### src/hw/rtl/hbc_queue.sv
`default_nettype none

module hbc_queue #(
  parameter int unsigned Width = 8,
  parameter int unsigned Depth = 2
) (
  input  wire logic             clk_i,
  input  wire logic             rst_ni,
  input  wire logic             push_i,
  input  wire logic [Width-1:0] data_i,
  input  wire logic             pop_i,
  output logic      [Width-1:0] data_o,
  output logic                  full_o,
  output logic                  empty_o
);

  localparam int unsigned PW = (Depth > 1) ? $clog2(Depth) : 1;
  localparam int unsigned CW = $clog2(Depth + 1);

  logic [Width-1:0] mem_q [Depth];
  logic [PW-1:0]    wr_q, rd_q;
  logic [CW-1:0]    cnt_q;

  function automatic logic [PW-1:0] next_ptr(input logic [PW-1:0] p);
    return (p == PW'(Depth - 1)) ? '0 : p + PW'(1);
  endfunction

  assign full_o  = (cnt_q == CW'(Depth));
  assign empty_o = (cnt_q == '0);
  assign data_o  = mem_q[rd_q];

  always_ff @(posedge clk_i or negedge rst_ni) begin
    if (!rst_ni) begin
      wr_q  <= '0;
      rd_q  <= '0;
      cnt_q <= '0;
    end else begin
      if (push_i) begin
        wr_q <= next_ptr(wr_q);
      end
      if (pop_i) begin
        rd_q <= next_ptr(rd_q);
      end
      if (push_i && !pop_i) begin
        cnt_q <= cnt_q + CW'(1);
      end else if (pop_i && !push_i) begin
        cnt_q <= cnt_q - CW'(1);
      end
    end
  end

  always_ff @(posedge clk_i) begin
    if (push_i) begin
      mem_q[wr_q] <= data_i;
    end
  end

endmodule

`default_nettype wire

### config.mk
export PLATFORM = sky130hd
export DESIGN_NAME = hbc_queue
export DESIGN_NICKNAME = d
export VERILOG_FILES = /design/src/hw/rtl/hbc_queue.sv
export SDC_FILE = /design/constraint.sdc
export NUM_CORES = 1
export LEC_CHECK = 0
export ABC_CLOCK_PERIOD_IN_PS = 3600
export BUFFER_PORTS_ARGS = -buffer_cell sky130_fd_sc_hd__buf_2
export CAP_MARGIN = 0
export CELL_PAD_IN_SITES_DETAIL_PLACEMENT = 1
export CELL_PAD_IN_SITES_GLOBAL_PLACEMENT = 1
export CORE_MARGIN = 5
export CORE_UTILIZATION = 43
export DETAILED_ROUTE_END_ITERATION = 8
export PLACE_DENSITY_LB_ADDON = 0.15
export SYNTH_ARGS = -nofsm -noshare
export SYNTH_HDL_FRONTEND = slang
export SYNTH_SLANG_ARGS = --single-unit
### constraint.sdc
create_clock -name clk_i -period 3.6 [get_ports clk_i]
set_input_delay 0.18 -clock clk_i [delete_from_list [all_inputs] [get_ports clk_i]]
set_output_delay 0.18 -clock clk_i [all_outputs]
set_load 0.005 [all_outputs]
==> impl_metrics.tcl <==
set metrics [dict create \
    tritoncts "done" \
    yosysSeqAreaShare 0.753 \
    grt_use_met3 0.0256 \
    synth_seq_cells 20 \
    cts_buffers 3 \
    synth_nets 54 \
    peakVddDrop_v 0.000367 \
    cts_resized 0 \
    drv_slew 0 \
    grtUsageTotal 0.121 \
    dr.pass1.iters 2 \
    p_total_mw 0.719 \
    timing.fmax_mhz 628 \
    cts_hold_buf 1 \
    path_clk_slew_ns 0.12 \
    grt_setup_unrepaired "no" \
    drt.antenna.violating_nets 0 \
    crit_fanout 9 \
    ios 22 \
    dpl.hpwl_um 1060 \
    grt.met2_usage 0.209 \
    num_vias 419 \
    grt_overflow 0 \
    cts.htree.levels 1 \
    pwr-share-clk 0.256 \
    yosysWarningCount 0 \
    routed_wl_um 1390 \
    top_usage_layer "met2" \
    placement.io_buffers 21 \
    drive_gt1_frac 0.515 \
    avgRoutedWirePerCell_um 15.3 \
    swShare 0.266 \
    postCtsSetupBuffers 0 \
    grt_max_degree 13 \
    netlist_instances 41 \
    critPathSlowestCell "dfrtp_1" \
    relSlewSlack 0.536 \
    grt_pass1_vias 480 \
    r2r_slack_ns 2.27 \
    first_iter_violations 2 \
    critical_path_class "reg -> out" \
    arrival_ns 1.41 \
    syn_to_final_growth_pct 24.4 \
    leakagePower_nw 0.392 \
    status "complete, no violations" \
    path_delay_family "flip-flops" \
    core_area_um2 1710 \
    syn_area_per_cell_um2 18.8 \
    antenna_found_initial 0 \
    max_stage_delay_ns 0.59 \
    cts.sinks 20 \
    rows 15 \
    cp_num_buf_inv 1 \
    synth_cell_types 12 \
    intPower_mw 0.528 \
    critPathCaptureType "primary output" \
    setup_viol_count_final 0 \
    crit_chain "mux2_2, buf_2" \
    initial_utilization 0.451 \
    maxCapViolCount 0 \
    skew_ns 0.00447 \
    clockBufferDepth 2 \
    nNetsFinal 80 \
    syn_area_um2 771 \
    post_drt_via_cell_ratio 4.60 \
    gr-usage-met1 0.132 \
    seqPwrFrac 0.502 \
    pwr-share-comb 0.243 \
    crit_path_start_kind "register" \
    clk-insertion-delay-late_ns 0.30 \
    power_switching_mw 0.191 \
    num_antenna_cells 0 \
    cts_root_buffer "clkbuf_4" \
    die-area_um2 2740 \
    min_period_over_period 0.443 \
    p_per_area_nw_per_um2 750 \
    place_congestion 0.652 \
    finalHoldViolCount 0 \
    fp.dieH_um 52.3 \
    hold_class "in -> reg" \
    grt_pass1_wl_um 2260 \
    drc 0 \
    die_w_um 52.3 \
    cp.required_ns 3.42 \
    setup_tns_ns 0 \
    fin_crit_ns 1.59 \
    worst_slew_pin_slew_ns 0.694 \
]
## registers in the layout (all words and copies together) (netlist names)
| name | cells |
|---|---|
| wr_q | 1 |
| mem_q | 16 |
| rd_q | 1 |
| cnt_q | 2 |
## stage by stage
stage	hold slack [ns]	setup slack (ns)	utilization	instance area (um2)	cells
floorplan	-0.116	2.44	-	771	41
global placement	-0.00813	2.33	0.525	896	86
detailed placement	-0.00573	2.24	0.525	896	86
CTS	0.0448	1.97	0.561	958	91
global route	0.0401	1.93	0.561	958	91
finish	0.0522	2.01	0.561	958	91
## cell usage after synthesis (all sizes together)
cell type / instances / share of area
edfxtp: 16 / 0.62
mux2: 8 / 0.12
dfrtp: 4 / 0.13
xor2: 4 / 0.045
nor2: 2 / 0.0097
and2: 1 / 0.0081
and2b: 1 / 0.011
buf: 1 / 0.015
ha: 1 / 0.016
inv: 1 / 0.0049
nor2b: 1 / 0.0081
xnor2: 1 / 0.011
## path summary, 6_finish.rpt
path | start | cells after the start | end
worst max-delay path | rd_q$_DFFE_PN0P_ | 2 | data_o[4]
worst min-delay path | data_i[7] | 1 | mem_q[1][7]$_DFFE_PP_
worst max register to register | wr_q$_DFFE_PN0P_ | 1 | mem_q[0][6]$_DFFE_PP_
worst min register to register | wr_q$_DFFE_PN0P_ | 1 | wr_q$_DFFE_PN0P_
max in group asynchronous | rst_ni | 2 | cnt_q[1]$_DFFE_PN0P_
min in group asynchronous | rst_ni | 2 | rd_q$_DFFE_PN0P_
## power by group through the flow
| stage | Clock (mW) | Combinational, mW | Sequential (mW) |
|---|---|---|---|
| final | 0.184 | 0.174 | 0.361 |
| after floorplan | 0 | 0.131 | 0.340 |
| after detailed placement | 0 | 0.179 | 0.367 |
| after global placement | 0 | 0.168 | 0.361 |
| after CTS | 0.186 | 0.180 | 0.363 |
| after global routing | 0.195 | 0.193 | 0.370 |
## metal layers
layer | part of all wire | vias up
li1 | - | 199
met1 | 0.40 | 202
met2 | 0.52 | 14
met3 | 0.051 | 4
met4 | 0.027 | 0
met5 | 0 | -
## layout make-up
type / instances / area [um2]
Clock buffer: 3 / 22.5
Clock inverter: 1 / 30.0
Fill cell: 173 / 749
Inverter: 1 / 3.75
Multi-Input combinational cell: 19 / 175
Sequential cell: 20 / 581
Tap cell: 25 / 31.3
Timing Repair Buffer: 22 / 115
## placed cells by master (no fill, tap or decap)
cell / count
ha_1: 1
nor2b_1: 1
buf_2: 21
nor2_1: 2
and2_1: 1
inv_1: 1
dlygate4sd3_1: 1
dfrtp_1: 4
xnor2_1: 1
mux2_2: 8
bufinv_16: 1
edfxtp_1: 16
xor2_1: 4
clkbuf_4: 3
and2b_2: 1
## cells by family (layout without fill, tap and decap cells)
kind of cell | after synthesis | count (layout) | share of synthesized area
XOR/XNOR | 5 | 5 | 0.0568
adder cells (fa/ha/maj) | 1 | 1 | 0.0162
buffers and inverters | 2 | 27 | 0.0195
flip-flops | 20 | 20 | 0.753
multiplexers | 8 | 8 | 0.117
AND/OR/NAND/NOR | 5 | 5 | 0.0374
Note: power is estimated with default switching activity, not from simulation.
