File: src/hw/rtl/hbc_pkg.sv
`default_nettype none

package hbc_pkg;

  localparam int unsigned DefBins      = 1024;
  localparam int unsigned DefCountBits = 32;

  localparam int unsigned DataW      = 16;
  localparam int unsigned WideW      = DataW + 1;
  localparam int unsigned SumW       = 32;
  localparam int unsigned CfgIdxW    = 2;
  localparam int unsigned QueueDepth = 2;

  typedef enum logic [1:0] {
    OP_ADD   = 2'd0,
    OP_QUERY = 2'd1,
    OP_CLEAR = 2'd2
  } op_e;

  localparam logic [CfgIdxW-1:0] CfgRangeLow  = 2'd0;
  localparam logic [CfgIdxW-1:0] CfgRangeHigh = 2'd1;
  localparam logic [CfgIdxW-1:0] CfgBinWidth  = 2'd2;

  localparam logic signed [DataW-1:0] RangeLowRst  = 16'sd0;
  localparam logic signed [DataW-1:0] RangeHighRst = 16'sd100;
  localparam logic [DataW-1:0]        BinWidthRst  = 16'd1;

  typedef struct packed {
    op_e              op;
    logic             nobins;
    logic [DataW-1:0] a_diff;
    logic             a_ge;
    logic             a_le;
    logic [DataW-1:0] b_diff;
    logic             b_ge;
    logic             b_le;
    logic [DataW-1:0] span_diff;
    logic             span_ok;
  } item_t;

  localparam int unsigned ItemW = $bits(item_t);

endpackage

`default_nettype wire

File: src/hw/rtl/hbc_front.sv
`default_nettype none

module hbc_front (
  input  wire logic                          clk_i,
  input  wire logic                          rst_ni,
  input  wire logic                          start,
  input  wire logic [1:0]                    operation_i,
  input  wire logic signed [hbc_pkg::DataW-1:0] sample_i,
  input  wire logic signed [hbc_pkg::DataW-1:0] query_low_i,
  input  wire logic signed [hbc_pkg::DataW-1:0] query_high_i,
  input  wire logic                          cfg_valid_i,
  output logic                               cfg_ready_o,
  input  wire logic [hbc_pkg::CfgIdxW-1:0]   cfg_index_i,
  input  wire logic [hbc_pkg::DataW-1:0]     cfg_data_i,
  input  wire logic                          queue_full_i,
  input  wire logic                          init_i,
  output logic                               busy,
  output logic                               push_o,
  output hbc_pkg::item_t                     item_o,
  output logic      [hbc_pkg::DataW-1:0]     bin_width_o
);

  localparam int unsigned W = hbc_pkg::DataW;

  logic signed [W-1:0] range_low_q, range_high_q;
  logic [W-1:0]        bin_width_q;
  hbc_pkg::op_e        op;
  logic signed [W-1:0] a_val;
  logic [W:0]          a_d, b_d, span_d;

  assign cfg_ready_o = 1'b1;

  always_ff @(posedge clk_i or negedge rst_ni) begin
    if (!rst_ni) begin
      range_low_q  <= hbc_pkg::RangeLowRst;
      range_high_q <= hbc_pkg::RangeHighRst;
      bin_width_q  <= hbc_pkg::BinWidthRst;
    end else if (cfg_valid_i) begin
      unique case (cfg_index_i)
        hbc_pkg::CfgRangeLow:  range_low_q  <= cfg_data_i;
        hbc_pkg::CfgRangeHigh: range_high_q <= cfg_data_i;
        hbc_pkg::CfgBinWidth:  bin_width_q  <= cfg_data_i;
        default: ;
      endcase
    end
  end

  // Differences are taken over sign-extended operands, so bit W is the sign.
  always_comb begin
    op     = hbc_pkg::op_e'(operation_i);
    a_val  = (op == hbc_pkg::OP_ADD) ? sample_i : query_low_i;
    a_d    = {a_val[W-1], a_val} - {range_low_q[W-1], range_low_q};
    b_d    = {query_high_i[W-1], query_high_i} - {range_low_q[W-1], range_low_q};
    span_d = {range_high_q[W-1], range_high_q} - {range_low_q[W-1], range_low_q};

    item_o.op        = op;
    item_o.nobins    = (bin_width_q == '0);
    item_o.a_diff    = a_d[W-1:0];
    item_o.a_ge      = !a_d[W];
    item_o.a_le      = (a_val <= range_high_q);
    item_o.b_diff    = b_d[W-1:0];
    item_o.b_ge      = !b_d[W];
    item_o.b_le      = (query_high_i <= range_high_q);
    item_o.span_diff = span_d[W-1:0];
    item_o.span_ok   = !span_d[W];
  end

  assign busy        = queue_full_i || init_i;
  assign push_o      = start && !busy;
  assign bin_width_o = bin_width_q;

endmodule

`default_nettype wire

File: config.mk
export PLATFORM = sky130hd
export DESIGN_NAME = hbc_front
export DESIGN_NICKNAME = d
export VERILOG_FILES = /design/src/hw/rtl/hbc_pkg.sv /design/src/hw/rtl/hbc_front.sv
export SDC_FILE = /design/constraint.sdc
export NUM_CORES = 1
export LEC_CHECK = 0
export BUFFER_PORTS_ARGS = -buffer_cell sky130_fd_sc_hd__buf_4
export CORE_MARGIN = 3
export CORE_UTILIZATION = 49
export CTS_BUF_LIST = sky130_fd_sc_hd__clkbuf_4 sky130_fd_sc_hd__clkbuf_8
export DETAILED_ROUTE_END_ITERATION = 8
export PLACE_DENSITY_LB_ADDON = 0.1
export SLEW_MARGIN = 20
export SYNTH_ARGS = -nofsm -noshare
export SYNTH_HDL_FRONTEND = slang
export SYNTH_SLANG_ARGS = --single-unit
File: constraint.sdc
create_clock -name clk_i -period 3.45 [get_ports clk_i]
set_clock_uncertainty 0.05 [all_clocks]
set_input_delay 0.5175 -clock clk_i [delete_from_list [all_inputs] [get_ports clk_i]]
set_output_delay 0.5175 -clock clk_i [all_outputs]
set_load 0.05 [all_outputs]
==> results_dict.tcl <==
set metrics [dict create \
    status "finished with violations" \
    violations "setup timing" \
    drv_cap 0 \
    layout-drive-gt1-share 0.409 \
    place_area_um2 6800 \
    crit_path_end_kind "primary output" \
    clk_latency_ns 0.30 \
    grt_pass1_vias 4819 \
    ioPinCount 149 \
    crit_start "operation_i[0]" \
    worst_slew_pin_slew_ns 0.885 \
    avgSynthCellArea_um2 8.95 \
    post-dp-hpwl_um 12300 \
    antenna_found_initial 0 \
    cp_cell_sequence "buf_6 -> nor2_4 -> mux2i_2 -> ha_2 -> inv_2 -> fa_2 -> a21o_1 -> a221oi_4 -> o21ai_2 -> a21oi_4 -> o21bai_2 -> xor2_4 -> buf_6" \
    synth_largest_type_area_fraction 0.214 \
    diodes 0 \
    p_leak_nw 3.49 \
    final_area_um2 7240 \
    rsz0062_at_grt "yes" \
    cts_buffer_depth 2 \
    grt_max_degree 49 \
    die_area_um2 11800 \
    num_vias 5023 \
    fp.dieH_um 108 \
    seqCellArea_um2 1210 \
    port_buffers 147 \
    initial_core_util 0.514 \
    max_freq_ghz 0.288 \
    multi_input_area_um2 4080 \
    synth_common_cells "ha_1, inv_1, mux2_2, nand2_1, a21oi_1" \
    cts_made_buffers 5 \
    synth-edff-count 0 \
    synth_top_cell_by_area "dfrtp_1" \
    ys_types 62 \
    min_path_type "input port to async pin" \
    synthTopCellsByArea "dfrtp_1, ha_1, mux2_2, a21oi_1, inv_1" \
    grt_pass1_wl_um 23200 \
    nFillCells 750 \
    cts_tree "built" \
    worstSetupStartpointType "input port" \
    finalWorstSetupSlack_ns -0.0234 \
    setup_viol 2 \
    ys.flop_type "dfrtp_1" \
    yosys_warnings 0 \
    nNetsFinal 916 \
    yosys.cell_count.top_type "ha_1" \
    drc 0 \
    hold_viol_final 0 \
    cp_common_cell "buf_6" \
    cp_data_arrival_time_ns 2.91 \
    ys_seq_elements 48 \
    final_antenna_net_count 0 \
    layout_min_cycle_time_ns 3.47 \
    vdd_ir_drop_max_mv 0.530 \
    cpPeakStageDelay_ns 0.33 \
    synth_cells 575 \
    chipWidth_um 108 \
    crit_required_ns 2.88 \
    h-tree-depth 2 \
    routed_via_density 5.62 \
    crit_type "input port to primary output" \
    netlist_area_um2 5140 \
    post-place-cells 880 \
    path_buf_inv 3 \
    yosysSeqAreaShare 0.234 \
    syn_nets 732 \
    async_flop_share 1.00 \
    syn_to_final_growth_pct 40.8 \
    slew-limit-headroom 0.408 \
    cpMaxStageDelayCell "fa_2" \
    cts.sinks 48 \
    r2r_start "range_low_q[2]$_DFFE_PN0P_" \
    drt-total-wl_um 15000 \
    first_pass_iters 5 \
    core_um2 10000 \
    whs_ns 0.174 \
    track_usage 0.246 \
    clkTransAtPathRegs_ns 0.08 \
    overflow 0 \
    slew_viol_final 0 \
    power_density_nw_per_um2 725 \
    rows 36 \
    critPathMaxFanout 3 \
    finalCritPeriodShare 1.01 \
    wl_per_cell_um 16.8 \
    finalPower_w 0.00525 \
    crit_family "compound AO/OA/AOI/OAI gates" \
    place_ws_ns -0.243 \
    drtIter0Drc 229 \
    clockRootBuffer "clkbuf_8" \
    place.gp.congestion 0.899 \
    fin_cells 893 \
]
-- worst paths after layout --
kind | end | slack, ns | depth (start not counted)
max in group asynchronous | range_low_q[1]$_DFFE_PN0P_ | 2.76 | 1
hold reg to reg | bin_width_o[15]$_DFFE_PN0P_ | 0.50 | 1
setup / recovery | item_o[51] | -0.02 | 13
min in group clk_i | range_low_q[3]$_DFFE_PN0P_ | 0.38 | 3
setup reg to reg | range_low_q[2]$_DFFE_PN0P_ | 2.55 | 2
hold / removal | bin_width_o[14]$_DFFE_PN0P_ | 0.17 | 1
-- per-stage QoR --
stage / util / TNS, ns
after floorplan: - / -0.300
after global placement: 0.680 / -1.04
after detailed placement: 0.680 / -1.39
after CTS: 0.706 / -0.233
after global routing: 0.724 / -0.670
final: 0.724 / -0.0423
-- area by class of cell --
type | count | share of cell area
multi-input cells | 465 | 0.564
well taps | 133 | 0.0230
inverters | 50 | 0.0259
repair buffers | 189 | 0.204
clock buffers | 6 | 0.0114
clock inverters | 2 | 0.00536
flip-flops and latches | 48 | 0.167
-- power by group --
group / total [W] / internal, W / switching (W) / leakage [nW]
clock: 0.000422 / 0.000237 / 0.000185 / 0.0614
sequential: 0.000748 / 0.000672 / 0.0000758 / 0.568
combinational: 0.00408 / 0.00149 / 0.00259 / 2.86
-- flip-flops by register name, indices dropped and copies added (netlist names) --
| signal | cells |
|---|---|
| bin_width_o | 16 |
| range_high_q | 16 |
| range_low_q | 16 |
-- placed cells by master, fill, tap and decap left out, types with 4 or more instances in the layout --
cell        n
ha_4        9
nand2b_1    8
nor2_1     22
nor4_1      7
a31oi_1     4
xnor2_1    17
o21ai_1     4
o21ai_0    29
xor2_1      9
a21o_1     18
o211ai_1    6
buf_6      12
buf_4     176
nand3_1     9
nand2_1    48
dfrtp_1    43
nor3_1      6
o21a_1      7
dfstp_2     4
nor2b_1     7
mux2_2     45
ha_1       70
and2_1      4
clkbuf_8    6
a21oi_1    40
and3_1      5
nand4_1     7
a21oi_2     5
inv_1      48
-- cells by family after synthesis --
group	after synthesis	synth area share
fa+ha+maj	83	0.206
flops	48	0.234
other cells	1	0.000729
buf+inv	62	0.0477
simple gates	141	0.138
compound gates	157	0.208
mux	50	0.109
xor+xnor	33	0.0562
-- what timing repair did --
item | 4_1_cts | 5_1_grt
buffers inserted | 2 | 3
gates cloned | 0 | 0
setup endpoints to repair | 12 | 19
gates resized for setup | 28 | 26
pin swaps | 7 | 10
hold buffers | 0 | 0
-- routing by layer --
layer | GRT usage | vias up | part of all wire | wire [µm]
met3 | 0.0275 | 9 | 0.057 | 853
met1 | 0.335 | 2387 | 0.45 | 6790
li1 | - | 2468 | - | -
met4 | 0.0343 | 0 | 0.0069 | 103
met5 | 0 | - | 0 | 0
met2 | 0.431 | 159 | 0.48 | 7280
-- worst reg2reg max path: stages, from the launching register on --
cell and delay, ns:
dfrtp_1 0.36, inv_1 0.20, o21ai_0 0.16
(Power assumes the default switching activity.)
